==> src/rtl/pcs_pkg.sv <==
`timescale 1ns / 1ps

package pcs_pkg;

  localparam int GAP_DEPTH_DEF = 62;
  localparam int SQ_CELLS      = 25;
  localparam int ALPHA         = 26;

  localparam logic [7:0] CH_AU = 8'h41;  // 'A'
  localparam logic [7:0] CH_IU = 8'h49;  // 'I'
  localparam logic [7:0] CH_JU = 8'h4A;  // 'J'
  localparam logic [7:0] CH_QU = 8'h51;  // 'Q'
  localparam logic [7:0] CH_ZU = 8'h5A;  // 'Z'
  localparam logic [7:0] CH_AL = 8'h61;  // 'a'
  localparam logic [7:0] CH_ZL = 8'h7A;  // 'z'
  localparam logic [7:0] CH_XL = 8'h78;  // 'x'
  localparam logic [7:0] CASE_OFS = 8'h20;

  localparam logic [4:0] CODE_J = 5'd9;
  localparam logic [4:0] FILL_END = 5'd26;
  localparam logic [4:0] SQ_FULL = 5'd25;

  typedef enum logic [1:0] {
    KIND_KEY      = 2'd0,
    KIND_KEY_END  = 2'd1,
    KIND_TEXT     = 2'd2,
    KIND_TEXT_END = 2'd3
  } kind_e;

  typedef struct packed {
    logic load;
    logic key_char;
    logic fill_init;
    logic fill_step;
    logic buffer;
    logic set_pend;
    logic pair_text;
    logic pair_end;
    logic clear_text;
    logic pos_rd_a;
    logic pos_rd_b;
    logic cap_loc_a;
    logic cap_loc_b;
    logic sq_rd_a;
    logic sq_rd_b;
    logic cap_ca;
    logic cap_cb;
    logic push_in;
    logic push_ca;
    logic gap_rd;
    logic push_gap;
    logic push_cb;
  } pcs_cmd_t;

  typedef struct packed {
    kind_e kind;
    logic  letter;
    logic  pend_vld;
    logic  fill_done;
    logic  gap_done;
    logic  out_free;
  } pcs_sts_t;

  function automatic logic is_letter(input logic [7:0] ch);
    return ((ch >= CH_AL) && (ch <= CH_ZL)) || ((ch >= CH_AU) && (ch <= CH_ZU));
  endfunction

  // letter byte to 0..25, lowercase folded, J looked up as I
  function automatic logic [4:0] to_code(input logic [7:0] ch);
    logic [7:0] up;
    up = (ch >= CH_AL) ? (ch - CASE_OFS) : ch;
    if (up == CH_JU) begin
      up = CH_IU;
    end
    return 5'(up - CH_AU);
  endfunction

  function automatic logic [2:0] idx_row(input logic [4:0] idx);
    logic [2:0] r;
    if (idx >= 5'd20) begin
      r = 3'd4;
    end else if (idx >= 5'd15) begin
      r = 3'd3;
    end else if (idx >= 5'd10) begin
      r = 3'd2;
    end else if (idx >= 5'd5) begin
      r = 3'd1;
    end else begin
      r = 3'd0;
    end
    return r;
  endfunction

  function automatic logic [2:0] idx_col(input logic [4:0] idx);
    logic [2:0] r;
    logic [4:0] base;
    r = idx_row(idx);
    base = ({2'b00, r} << 2) + {2'b00, r};
    return 3'(idx - base);
  endfunction

  // one step along a row or column, wrapping at five
  function automatic logic [2:0] step5(input logic [2:0] v, input logic back);
    logic [3:0] t;
    t = {1'b0, v} + (back ? 4'd4 : 4'd1);
    return (t >= 4'd5) ? 3'(t - 4'd5) : t[2:0];
  endfunction

  function automatic logic [4:0] rc_idx(input logic [2:0] r, input logic [2:0] c);
    return ({2'b00, r} << 2) + {2'b00, r} + {2'b00, c};
  endfunction

endpackage

==> src/rtl/pcs_ctrl.sv <==
`timescale 1ns / 1ps

module pcs_ctrl
  import pcs_pkg::*;
(
  input  logic     clk_i,
  input  logic     rst_ni,
  input  logic     in_valid_i,
  output logic     in_ready_o,
  input  pcs_sts_t sts_i,
  output pcs_cmd_t cmd_o
);

  typedef enum logic [3:0] {
    ST_IDLE,
    ST_DECODE,
    ST_FILL,
    ST_LOOK_A,
    ST_LOOK_B,
    ST_LOOK_C,
    ST_SQ_A,
    ST_SQ_B,
    ST_SQ_C,
    ST_EMIT_A,
    ST_DRAIN_RD,
    ST_DRAIN_WR,
    ST_EMIT_B
  } state_e;

  state_e state_q, state_d;
  logic   rdy_q;

  always_comb begin
    cmd_o   = '0;
    state_d = state_q;
    case (state_q)
      ST_IDLE: begin
        if (in_valid_i && rdy_q) begin
          cmd_o.load = 1'b1;
          state_d    = ST_DECODE;
        end
      end
      ST_DECODE: begin
        case (sts_i.kind)
          KIND_KEY: begin
            cmd_o.key_char = 1'b1;
            state_d        = ST_IDLE;
          end
          KIND_KEY_END: begin
            cmd_o.fill_init = 1'b1;
            state_d         = ST_FILL;
          end
          KIND_TEXT: begin
            if (!sts_i.letter && !sts_i.pend_vld) begin
              // pass straight through; hold until the output slot frees
              if (sts_i.out_free) begin
                cmd_o.push_in = 1'b1;
                state_d       = ST_IDLE;
              end
            end else if (!sts_i.letter) begin
              cmd_o.buffer = 1'b1;
              state_d      = ST_IDLE;
            end else if (!sts_i.pend_vld) begin
              cmd_o.set_pend = 1'b1;
              state_d        = ST_IDLE;
            end else begin
              cmd_o.pair_text = 1'b1;
              state_d         = ST_LOOK_A;
            end
          end
          KIND_TEXT_END: begin
            if (sts_i.pend_vld) begin
              cmd_o.pair_end = 1'b1;
              state_d        = ST_LOOK_A;
            end else begin
              cmd_o.clear_text = 1'b1;
              state_d          = ST_IDLE;
            end
          end
          default: state_d = ST_IDLE;
        endcase
      end
      ST_FILL: begin
        if (sts_i.fill_done) begin
          state_d = ST_IDLE;
        end else begin
          cmd_o.fill_step = 1'b1;
        end
      end
      ST_LOOK_A: begin
        cmd_o.pos_rd_a = 1'b1;
        state_d        = ST_LOOK_B;
      end
      ST_LOOK_B: begin
        cmd_o.cap_loc_a = 1'b1;
        cmd_o.pos_rd_b  = 1'b1;
        state_d         = ST_LOOK_C;
      end
      ST_LOOK_C: begin
        cmd_o.cap_loc_b = 1'b1;
        state_d         = ST_SQ_A;
      end
      ST_SQ_A: begin
        cmd_o.sq_rd_a = 1'b1;
        state_d       = ST_SQ_B;
      end
      ST_SQ_B: begin
        cmd_o.cap_ca  = 1'b1;
        cmd_o.sq_rd_b = 1'b1;
        state_d       = ST_SQ_C;
      end
      ST_SQ_C: begin
        cmd_o.cap_cb = 1'b1;
        state_d      = ST_EMIT_A;
      end
      ST_EMIT_A: begin
        if (sts_i.out_free) begin
          cmd_o.push_ca = 1'b1;
          state_d       = ST_DRAIN_RD;
        end
      end
      ST_DRAIN_RD: begin
        if (sts_i.gap_done) begin
          state_d = ST_EMIT_B;
        end else begin
          cmd_o.gap_rd = 1'b1;
          state_d      = ST_DRAIN_WR;
        end
      end
      ST_DRAIN_WR: begin
        if (sts_i.out_free) begin
          cmd_o.push_gap = 1'b1;
          state_d        = ST_DRAIN_RD;
        end
      end
      ST_EMIT_B: begin
        if (sts_i.out_free) begin
          cmd_o.push_cb = 1'b1;
          state_d       = ST_IDLE;
        end
      end
      default: state_d = ST_IDLE;
    endcase
  end

  always_ff @(posedge clk_i or negedge rst_ni) begin
    if (!rst_ni) begin
      state_q <= ST_IDLE;
      rdy_q   <= 1'b1;
    end else begin
      state_q <= state_d;
      rdy_q   <= (state_d == ST_IDLE);
    end
  end

  assign in_ready_o = rdy_q;

endmodule

==> src/rtl/pcs_datapath.sv <==
`timescale 1ns / 1ps

module pcs_datapath
  import pcs_pkg::*;
#(
  parameter int GAP_DEPTH = GAP_DEPTH_DEF
) (
  input  logic       clk_i,
  input  logic       rst_ni,
  input  logic       cfg_we_i,
  input  logic       cfg_wdata_i,
  input  logic [1:0] in_kind_i,
  input  logic [7:0] in_char_i,
  input  pcs_cmd_t   cmd_i,
  output pcs_sts_t   sts_o,
  output logic       out_valid_o,
  input  logic       out_ready_i,
  output logic [7:0] out_char_o,
  output logic       out_last_o,
  output logic       out_lost_o
);

  localparam int GAP_AW = (GAP_DEPTH > 1) ? $clog2(GAP_DEPTH) : 1;
  localparam int GAP_CW = $clog2(GAP_DEPTH + 1);
  localparam logic [GAP_CW-1:0] GAP_MAX = GAP_CW'(GAP_DEPTH);

  // control state
  logic              mode_q;
  logic [ALPHA-1:0]  used_q;
  logic [4:0]        fill_q;
  logic [4:0]        fill_i_q;
  logic [7:0]        pend_q;
  logic              pend_vld_q;
  logic [GAP_CW-1:0] gap_cnt_q;
  logic [GAP_CW-1:0] drain_q;
  logic              lost_q;
  logic              out_vld_q;

  // payload
  kind_e      kind_q;
  logic [7:0] char_q;
  logic [7:0] a_q, b_q;
  logic [2:0] ar_q, ac_q, br_q, bc_q;
  logic [7:0] ca_q, cb_q;
  logic [4:0] pos_rd_q;
  logic       hit_q;
  logic [4:0] sq_rd_q;
  logic       ok_q;
  logic [7:0] gap_rd_q;
  logic [7:0] out_char_q;
  logic       out_last_q;
  logic       out_lost_q;

  // memories
  logic [4:0] sq_mem  [SQ_CELLS];
  logic [4:0] pos_mem [ALPHA];
  logic [7:0] gap_mem [GAP_DEPTH];

  logic [7:0] text_ch;
  logic       place_en;
  logic [4:0] place_code;
  logic [4:0] key_code;
  logic [4:0] pos_addr;
  logic [4:0] loc;
  logic [2:0] loc_row, loc_col;
  logic [4:0] idx_a, idx_b, sq_addr;
  logic [7:0] cell_base;
  logic       push;
  logic [7:0] push_char;
  logic       push_last;
  logic       out_free;

  // encryption folds uppercase text to lowercase
  always_comb begin
    text_ch = char_q;
    if (!mode_q && (char_q >= CH_AU) && (char_q <= CH_ZU)) begin
      text_ch = char_q + CASE_OFS;
    end
  end

  assign key_code = to_code(char_q);

  always_comb begin
    place_en   = 1'b0;
    place_code = key_code;
    if (cmd_i.key_char && is_letter(char_q)) begin
      place_en = !used_q[key_code] && (fill_q < SQ_FULL);
    end else if (cmd_i.fill_step) begin
      place_code = fill_i_q;
      place_en   = (fill_i_q != CODE_J) && !used_q[fill_i_q] && (fill_q < SQ_FULL);
    end
  end

  assign pos_addr = cmd_i.pos_rd_a ? to_code(a_q) : to_code(b_q);
  // a letter not yet placed sits at row 0, column 0
  assign loc      = hit_q ? pos_rd_q : 5'd0;
  assign loc_row  = idx_row(loc);
  assign loc_col  = idx_col(loc);

  always_comb begin
    if (ar_q == br_q) begin
      idx_a = rc_idx(ar_q, step5(ac_q, mode_q));
      idx_b = rc_idx(br_q, step5(bc_q, mode_q));
    end else if (ac_q == bc_q) begin
      idx_a = rc_idx(step5(ar_q, mode_q), ac_q);
      idx_b = rc_idx(step5(br_q, mode_q), bc_q);
    end else begin
      idx_a = rc_idx(ar_q, bc_q);
      idx_b = rc_idx(br_q, ac_q);
    end
  end

  assign sq_addr   = cmd_i.sq_rd_a ? idx_a : idx_b;
  assign cell_base = ok_q ? ({3'b000, sq_rd_q} + CH_AU) : 8'h00;

  assign out_free = !out_vld_q || out_ready_i;
  assign push     = cmd_i.push_in || cmd_i.push_ca || cmd_i.push_gap || cmd_i.push_cb;

  always_comb begin
    push_char = text_ch;
    push_last = 1'b1;
    if (cmd_i.push_ca) begin
      push_char = ca_q;
      push_last = 1'b0;
    end else if (cmd_i.push_gap) begin
      push_char = gap_rd_q;
      push_last = 1'b0;
    end else if (cmd_i.push_cb) begin
      push_char = cb_q;
    end
  end

  always_ff @(posedge clk_i or negedge rst_ni) begin
    if (!rst_ni) begin
      mode_q     <= 1'b0;
      used_q     <= '0;
      fill_q     <= '0;
      fill_i_q   <= '0;
      pend_q     <= '0;
      pend_vld_q <= 1'b0;
      gap_cnt_q  <= '0;
      drain_q    <= '0;
      lost_q     <= 1'b0;
      out_vld_q  <= 1'b0;
    end else begin
      if (cfg_we_i) begin
        mode_q <= cfg_wdata_i;
      end
      if (place_en) begin
        used_q[place_code] <= 1'b1;
        fill_q             <= fill_q + 5'd1;
      end
      if (cmd_i.fill_init) begin
        fill_i_q <= '0;
      end else if (cmd_i.fill_step) begin
        fill_i_q <= fill_i_q + 5'd1;
      end
      if (cmd_i.buffer) begin
        if (gap_cnt_q < GAP_MAX) begin
          gap_cnt_q <= gap_cnt_q + GAP_CW'(1);
        end else begin
          lost_q <= 1'b1;
        end
      end
      if (cmd_i.set_pend) begin
        pend_q     <= text_ch;
        pend_vld_q <= 1'b1;
      end
      // a doubled letter keeps its copy pending
      if (cmd_i.pair_text && !((text_ch == pend_q) && (text_ch != CH_XL))) begin
        pend_q     <= '0;
        pend_vld_q <= 1'b0;
      end
      if (cmd_i.pair_end || cmd_i.clear_text) begin
        pend_q     <= '0;
        pend_vld_q <= 1'b0;
      end
      if (cmd_i.clear_text || cmd_i.push_cb) begin
        gap_cnt_q <= '0;
      end
      if (cmd_i.push_ca) begin
        drain_q <= '0;
      end else if (cmd_i.gap_rd) begin
        drain_q <= drain_q + GAP_CW'(1);
      end
      if (push) begin
        out_vld_q <= 1'b1;
      end else if (out_ready_i) begin
        out_vld_q <= 1'b0;
      end
    end
  end

  always_ff @(posedge clk_i) begin
    if (cmd_i.load) begin
      kind_q <= kind_e'(in_kind_i);
      char_q <= in_char_i;
    end
    if (cmd_i.pair_text) begin
      a_q <= pend_q;
      b_q <= ((text_ch == pend_q) && (text_ch != CH_XL)) ? CH_XL : text_ch;
    end else if (cmd_i.pair_end) begin
      a_q <= pend_q;
      b_q <= (pend_q == CH_QU) ? CH_XL : CH_QU;
    end
    if (cmd_i.cap_loc_a) begin
      ar_q <= loc_row;
      ac_q <= loc_col;
    end
    if (cmd_i.cap_loc_b) begin
      br_q <= loc_row;
      bc_q <= loc_col;
    end
    if (cmd_i.cap_ca) begin
      ca_q <= cell_base + ((a_q >= CH_AL) ? CASE_OFS : 8'h00);
    end
    if (cmd_i.cap_cb) begin
      cb_q <= cell_base + ((b_q >= CH_AL) ? CASE_OFS : 8'h00);
    end
    if (push) begin
      out_char_q <= push_char;
      out_last_q <= push_last;
      out_lost_q <= lost_q;
    end
  end

  always_ff @(posedge clk_i) begin
    if (place_en) begin
      sq_mem[fill_q]      <= place_code;
      pos_mem[place_code] <= fill_q;
    end
  end

  always_ff @(posedge clk_i) begin
    if (cmd_i.pos_rd_a || cmd_i.pos_rd_b) begin
      pos_rd_q <= pos_mem[pos_addr];
      hit_q    <= used_q[pos_addr];
    end
    if (cmd_i.sq_rd_a || cmd_i.sq_rd_b) begin
      sq_rd_q <= sq_mem[sq_addr];
      ok_q    <= (sq_addr < fill_q);
    end
  end

  always_ff @(posedge clk_i) begin
    if (cmd_i.buffer && (gap_cnt_q < GAP_MAX)) begin
      gap_mem[gap_cnt_q[GAP_AW-1:0]] <= text_ch;
    end
    if (cmd_i.gap_rd) begin
      gap_rd_q <= gap_mem[drain_q[GAP_AW-1:0]];
    end
  end

  assign sts_o.kind      = kind_q;
  assign sts_o.letter    = is_letter(text_ch);
  assign sts_o.pend_vld  = pend_vld_q;
  assign sts_o.fill_done = (fill_q == SQ_FULL) || (fill_i_q == FILL_END);
  assign sts_o.gap_done  = (drain_q == gap_cnt_q);
  assign sts_o.out_free  = out_free;

  assign out_valid_o = out_vld_q;
  assign out_char_o  = out_char_q;
  assign out_last_o  = out_last_q;
  assign out_lost_o  = out_lost_q;

endmodule

==> src/rtl/playfair_cipher_stream_core.sv <==
`timescale 1ns / 1ps

// Playfair stream engine. Send the key as key words (tuser 0), then one key-end word
// (tuser 1) to complete the 5x5 square, then text words (tuser 2) and a text-end word
// (tuser 3). cfg_wdata_i selects encrypt (0) or decrypt (1); write it only while idle.
// One word is taken at a time. A non-letter passed straight through waits out any output
// stall. A letter pair is worked by the controller stepping through the position memory,
// the square memory and the gap buffer one read at a time, and also waits out output
// stalls. Key end walks the alphabet one letter a cycle. Results leave through a
// one-word output register, and tlast marks the last word caused by an input word.
// tuser on the output is the sticky lost flag.
module playfair_cipher_stream_core
  import pcs_pkg::*;
#(
  parameter int GAP_DEPTH = GAP_DEPTH_DEF
) (
  input  logic       clk_i,
  input  logic       rst_ni,
  input  logic       cfg_we_i,
  input  logic       cfg_wdata_i,
  input  logic       s_axis_tvalid,
  output logic       s_axis_tready,
  input  logic [7:0] s_axis_tdata,   // [7:0] in_char
  input  logic [1:0] s_axis_tuser,   // [1:0] kind
  output logic       m_axis_tvalid,
  input  logic       m_axis_tready,
  output logic [7:0] m_axis_tdata,   // [7:0] out_char
  output logic       m_axis_tlast,
  output logic       m_axis_tuser    // [0] lost
);

  pcs_cmd_t cmd;
  pcs_sts_t sts;

  pcs_ctrl u_ctrl (
    .clk_i      (clk_i),
    .rst_ni     (rst_ni),
    .in_valid_i (s_axis_tvalid),
    .in_ready_o (s_axis_tready),
    .sts_i      (sts),
    .cmd_o      (cmd)
  );

  pcs_datapath #(
    .GAP_DEPTH (GAP_DEPTH)
  ) u_datapath (
    .clk_i       (clk_i),
    .rst_ni      (rst_ni),
    .cfg_we_i    (cfg_we_i),
    .cfg_wdata_i (cfg_wdata_i),
    .in_kind_i   (s_axis_tuser),
    .in_char_i   (s_axis_tdata),
    .cmd_i       (cmd),
    .sts_o       (sts),
    .out_valid_o (m_axis_tvalid),
    .out_ready_i (m_axis_tready),
    .out_char_o  (m_axis_tdata),
    .out_last_o  (m_axis_tlast),
    .out_lost_o  (m_axis_tuser)
  );

endmodule

==> config.mk <==
export PLATFORM = sky130hd
export DESIGN_NAME = playfair_cipher_stream_core
export DESIGN_NICKNAME = d
export VERILOG_FILES = /design/src/rtl/pcs_pkg.sv /design/src/rtl/pcs_ctrl.sv /design/src/rtl/pcs_datapath.sv /design/src/rtl/playfair_cipher_stream_core.sv
export SDC_FILE = /design/constraint.sdc
export NUM_CORES = 1
export LEC_CHECK = 0
export BUFFER_PORTS_ARGS = -buffer_cell sky130_fd_sc_hd__buf_2
export CORE_MARGIN = 2
export CORE_UTILIZATION = 45
export DETAILED_ROUTE_END_ITERATION = 8
export REMOVE_ABC_BUFFERS = 1
export SYNTH_ARGS = -nofsm -noshare
export SYNTH_HDL_FRONTEND = slang
export SYNTH_SLANG_ARGS = --single-unit
==> constraint.sdc <==
create_clock -name clk_i -period 12.33 [get_ports clk_i]
set_input_delay 1.8495 -clock clk_i [delete_from_list [all_inputs] [get_ports clk_i]]
set_output_delay 1.8495 -clock clk_i [all_outputs]
set_load 0.05 [all_outputs]
==> flow_summary.toml, run 1 <==
[sta]
rsz0062_at_grt = "no"
finClkSkew_ns = 0.02088
report.final.hold_viol_count = 0
fin_setup_tns_ns = 0
timing.slew.headroom_pct = 14.35
finalSetupViolCount = 0
holdWs_ns = 0.5256
setup_slack_ns = 6.534
max_freq_mhz = 172.5
fin_crit_ns = 5.796
fin_crit_sh_pct = 47.01
maxSlewViolCount = 0
tightest_slew_ns = 1.283

[detailed_routing]
ant_nets = 0
routed-via-count = 20960
dr_wl_met2_um = 40860
drt_iter0_drc = 1881
wl_um = 88500
wl_per_cell_um = 24.67
maxUsedRoutingLayer = "met4"
routed-wl-met3_um = 5128
via_per_inst = 5.842
met1_length_um = 40400
drc = 0
dr.pass1.iters = 6

[placement]
dp_worst_setup_slack_ns = 6.551
place.gp.congestion = 0.8123
port_buffers = 27
dpl.cell_count = 3428
dpl_cell_area_um2 = 40460
dp_hpwl_um = 57100

[critical_path]
crit_path_end_kind = "register"
crit_slowest_cell = "nor4_1"
cp_cell_sequence = "buf_4 -> nor4bb_1 -> nand2b_1 -> a21o_1 -> nand2b_1 -> inv_1 -> ha_1 -> mux2i_1 -> a221o_1 -> a21oi_1 -> or3_1 -> a2111oi_2 -> a211oi_4 -> buf_4 -> nor4_1"
cp.required_ns = 12.60
critPathLaunchType = "register"
r2r_end = "u_datapath.sq_mem[20][1]$_DFFE_PP_"
max_stage_delay_ns = 0.92
ff2ff_path_depth = 15
critPathTopFamily = "simple AND/OR/NAND/NOR gates"
worst-path-buf-inv = 3
path_class = "reg -> reg"
crit_arrival_ns = 6.07
timing.rr.start = "u_datapath.char_q[1]$_DFFE_PP_"
rrSetupSlack_ns = 6.53
critPathMaxFanout = 73

[die]
core_um2 = 86350
dieArea_um2 = 89140
initial_core_util_pct = 45.22
die_w_um = 298.6
pin_count = 28
die_y_um = 298.6
rows = 108

[synthesis]
synthDistinctLibCells = 79
seq_area_frac_synth_pct = 68.38
async_flop_share_pct = 7.222
avgSynthCellArea_um2 = 16.72
synth_edf_count = 835
netlist_instances = 2335
synth-seq-cells = 900
ys.flop_type = "edfxtp_1"
yosysWarnings = 0
syn_area_um2 = 39050

[clock_tree]
cts.path.max_buffers = 3
clkTransAtPathRegs_ns = 0.06
cts-htree-levels = 3
cts_num_sinks = 900
numCtsBuffers = 91
cts_root_buf = "clkbuf_16"
cts.repair.resized = 0
clk-insertion-delay-late_ns = 0.66
post_cts_buffers = 0
cts_hold_buf = 0
cts_tree = "done"

[cells_and_area]
nets = 2463
drive_above_1_share_pct = 18.79
antenna_cells = 0
final_cell_mix = "edfxtp_1, mux4_2, nand2_1"
postLayoutCoreUtil_pct = 50.13
final_common_cell = "edfxtp_1"
finalNonFillerCells = 3587
syn2layout_area_growth_pct = 10.86
final_area_um2 = 43290

[global_route]
grt_pass1_wl_um = 135100
first_global_vias = 21410
gr-total-overflow = 0
antenna_found_initial = 1
grt_max_degree = 85
track_usage_pct = 20.04

[min_path]
hp-start = "u_datapath.pend_q[0]$_DFFE_PN0P_"
holdPathStages = 0
hold_class = "reg -> reg"
whs_endpoint = "u_datapath.a_q[0]$_DFFE_PP_"

[flow_run]
cap_violations = 0

[status]
status = "finished, final reports clean"

[power]
power_density_nw_per_um2 = 228.9
p_total_mw = 9.909
vdd_drop_max_mv = 0.2039
p_leak_nw = 14.32
## metal layers
layer / vias to the layer above / track usage, %
met4: 0 / 6.126
met3: 136 / 3.417
met1: 10910 / 29.78
met5: - / 0
li1: 9270 / -
met2: 638 / 30.50
## cells by family after synthesis
group,count (synthesis),share of synthesized area [%]
flip-flops,900,68.38
buffers and inverters,183,1.858
adder cells (fa/ha/maj),82,2.794
AO/OA/AOI/OAI,250,4.451
AND/OR/NAND/NOR,568,7.219
other,2,0.01923
multiplexers,272,13.53
XOR/XNOR,78,1.750
## power breakdown
part | total (mW) | internal (mW) | leakage (nW) | switching, mW
Sequential | 4.01 | 3.68 | 8.36 | 0.326
Clock | 2.64 | 1.51 | 1.38 | 1.13
Combinational | 3.25 | 1.33 | 4.58 | 1.93
## flip-flops by register name (all words and copies together) (netlist names), 6 cells and up
name and count:
u_datapath.pos_mem 130, u_datapath.cb_q 8, u_datapath.gap_mem 496, u_datapath.drain_q 6, u_datapath.used_q 26, u_datapath.gap_cnt_q 6, u_datapath.gap_rd_q 8, u_datapath.b_q 8
u_datapath.pend_q 8, u_datapath.a_q 8, u_datapath.ca_q 8, u_datapath.sq_mem 125, u_datapath.char_q 8, u_datapath.out_char_o 8
## layout make-up
| type | instances | area, um2 |
|---|---|---|
| clock buffers | 117 | 2425 |
| clock inverters | 42 | 399.1 |
| fillers | 7008 | 43060 |
| inverters | 63 | 236.5 |
| multi-input cells | 1252 | 11690 |
| flip-flops and latches | 900 | 26710 |
| well taps | 1155 | 1445 |
| repair buffers | 58 | 382.9 |
## synthesized netlist by cell type (all sizes together), types with 36 or more instances
cell,instances,share of area (%)
dfrtp,64,4.1
xnor2,45,1.0
nor3,53,0.81
mux4,203,12
o21ai,49,0.63
a21oi,56,0.73
nand3,37,0.47
inv,62,0.60
ha,72,2.3
nor2,124,1.2
buf,36,0.45
edfxtp,835,64
mux2i,54,1.4
nand2,179,1.7
clkbuf,84,0.81
## worst max-delay path by stage
stage | from | endpoint | slack, ns | cells past startpoint
after global routing | u_datapath.char_q[1]$_DFFE_PP_ | u_datapath.sq_mem[1][4]$_DFFE_PP_ | 6.02 | 15
after floorplan | u_datapath.mode_q$_DFFE_PN0P_ | u_datapath.sq_rd_q[3]$_DFFE_PP_ | 5.59 | 16
after CTS | u_datapath.char_q[1]$_DFFE_PP_ | u_datapath.sq_mem[2][2]$_DFFE_PP_ | 6.53 | 15
final | u_datapath.char_q[1]$_DFFE_PP_ | u_datapath.sq_mem[20][1]$_DFFE_PP_ | 6.53 | 15
after detailed placement | u_datapath.char_q[1]$_DFFE_PP_ | u_datapath.sq_mem[2][0]$_DFFE_PP_ | 6.55 | 15
after global placement | u_datapath.char_q[2]$_DFFE_PP_ | u_datapath.sq_mem[1][0]$_DFFE_PP_ | 6.90 | 15
No activity file was read; power rests on OpenSTA's default activity.
==> run 2: changes to the inputs <==
==> constraint.sdc (replaced) <==
create_clock -name clk_i -period 5 [get_ports clk_i]
set_input_delay 0.75 -clock clk_i [delete_from_list [all_inputs] [get_ports clk_i]]
set_output_delay 0.75 -clock clk_i [all_outputs]
set_load 0.05 [all_outputs]
==> flow_summary.toml, run 2 (synthesized netlist as in run 1, its figures left out) <==
[global_route]
gr-total-overflow = 0
grt_max_degree = 82
grt_pass1_wl_um = 137300
antenna_found_initial = 3
track_usage_pct = 20.41
first_global_vias = 21800

[placement]
port_buffers = 27
place.gp.congestion = 0.8759
dp_worst_setup_slack_ns = -0.03690
dp_hpwl_um = 58970

[detailed_routing]
drt_iter0_drc = 1965
routed-via-count = 21350
wl_um = 90590
drc = 0
via_per_inst = 5.757
wl_per_cell_um = 24.42
dr.pass1.iters = 5
ant_nets = 0

[sta]
max_freq_mhz = 206.2
tightest_slew_ns = 1.177
setup_slack_ns = 0.1513
maxSlewViolCount = 0
rsz0062_at_grt = "yes"
finalSetupViolCount = 0
finClkSkew_ns = 0.02697
fin_crit_ns = 4.849
report.final.hold_viol_count = 0
fin_crit_sh_pct = 96.97
timing.slew.headroom_pct = 21.45
holdWs_ns = 0.03278

[cells_and_area]
nets = 2575
final_cell_mix = "edfxtp_1, mux4_2, nand2_1"
largest_register_ffs = 496
final_common_cell = "edfxtp_1"
syn2layout_area_growth_pct = 13.90
drive_above_1_share_pct = 22.94
antenna_cells = 0
postLayoutCoreUtil_pct = 51.51

[critical_path]
crit_slowest_cell = "or4_4"
cp.required_ns = 5.37
crit_path_end_kind = "register"
path_class = "reg -> reg"
max_stage_delay_ns = 0.62
cp_cell_sequence = "or4_4 -> o2111ai_2 -> a21o_1 -> nand2_1 -> ha_1 -> mux2i_1 -> a221o_1 -> a21oi_1 -> or3_1 -> a2111oi_2 -> a211oi_4 -> buf_12 -> nor4_1 -> buf_4"
worst-path-buf-inv = 2
critPathLaunchType = "register"
crit_arrival_ns = 5.21
critPathTopFamily = "simple AND/OR/NAND/NOR gates"
critPathMaxFanout = 53

[min_path]
hold_class = "in -> async"

[die]
rows = 108
die_w_um = 298.6
core_um2 = 86350
pin_count = 28
dieArea_um2 = 89140
initial_core_util_pct = 45.22
die_y_um = 298.6

[status]
status = "finished, final reports clean"

[clock_tree]
cts_root_buf = "clkbuf_16"
cts_num_sinks = 900
clk-insertion-delay-late_ns = 0.66
numCtsBuffers = 93
cts_tree = "done"
cts.path.max_buffers = 3
clkTransAtPathRegs_ns = 0.06
cts-htree-levels = 3

[power]
p_leak_nw = 15.04
power_density_nw_per_um2 = 570.1
vdd_drop_max_mv = 0.3086

[flow_run]
cap_violations = 0
-- run 2: cell count changes in the layout (fill, tap and decap cells not counted), sizes merged --
| cell | delta |
|---|---|
| clkbuf | -3 |
| clkinv | +13 |
| bufinv | +5 |
| inv | -4 |
| clkinvlp | +1 |
| buf | +110 |
-- run 2: worst paths after layout --
check / startpoint / endpoint / slack, ns / cells past startpoint
hold / removal: rst_ni / u_datapath.fill_q[1]$_DFFE_PN0P_ / 0.03 / 1
setup / recovery: u_datapath.char_q[2]$_DFFE_PP_ / u_datapath.sq_mem[0][0]$_DFFE_PP_ / 0.15 / 14
hold reg to reg: u_datapath.used_q[11]$_DFFE_PN0P_ / u_datapath.used_q[11]$_DFFE_PN0P_ / 0.51 / 1
min in group clk_i: s_axis_tdata[3] / u_datapath.char_q[3]$_DFFE_PP_ / 0.28 / 1
max in group asynchronous: rst_ni / u_datapath.drain_q[1]$_DFFE_PN0P_ / 4.01 / 2
setup reg to reg: u_datapath.char_q[2]$_DFFE_PP_ / u_datapath.sq_mem[0][0]$_DFFE_PP_ / 0.15 / 14
-- run 2: worst reg2reg max path, stage by stage, from the launching register on --
cell       delay, ns
edfxtp_1        0.51
or4_4           0.62
o2111ai_2       0.28
a21o_1          0.19
nand2_1         0.07
ha_1            0.51
mux2i_1         0.25
a221o_1         0.17
a21oi_1         0.06
or3_1           0.35
a2111oi_2       0.46
a211oi_4        0.07
buf_12          0.21
nor4_1          0.57
buf_4           0.26
-- run 2: layer usage --
metal | vias to the layer above | wire length, um | global-route usage, %
li1 | 9508 | - | -
met1 | 11090 | 41140 | 30.53
met2 | 638 | 42120 | 31.49
met3 | 110 | 5851 | 3.693
met4 | 2 | 1475 | 4.427
met5 | - | 7 | 0
-- run 2: area by class of cell --
type | instances | area (um2)
clock inverters | 57 | 634.4
flip-flops and latches | 900 | 26710
clock buffers | 114 | 2446
inverters | 63 | 240.2
well taps | 1155 | 1445
fillers | 6919 | 41870
repair buffers | 168 | 1275
multi-input cells | 1252 | 11720
-- run 2: power breakdown --
| group | switching, mW | internal, mW |
|---|---|---|
| combinational | 5.09 | 3.69 |
| clock | 2.88 | 4.06 |
| sequential | 0.548 | 9.08 |
| total | 8.52 | 16.8 |
-- run 2: what timing repair did --
item | in CTS | in global routing
pin swaps | 1 | 2
buffers inserted | 1 | 5
gates cloned | 0 | 0
hold buffers | 0 | 0
resized for setup | 1 | 11
setup endpoints to repair | 1 | 21
-- run 2: metrics by stage --
step / total power [mW] / cells / setup TNS [ns] / area (um2)
detailed placement: 18.38 / 3532 / -0.03690 / 41300
global placement: 18.22 / 3532 / 0 / 41300
global route: 26.60 / 3709 / -0.02695 / 44470
CTS: 25.38 / 3704 / 0 / 44400
floorplan: 15.60 / 2215 / -202.82 / 38560
finish: 25.35 / 3709 / 0 / 44470
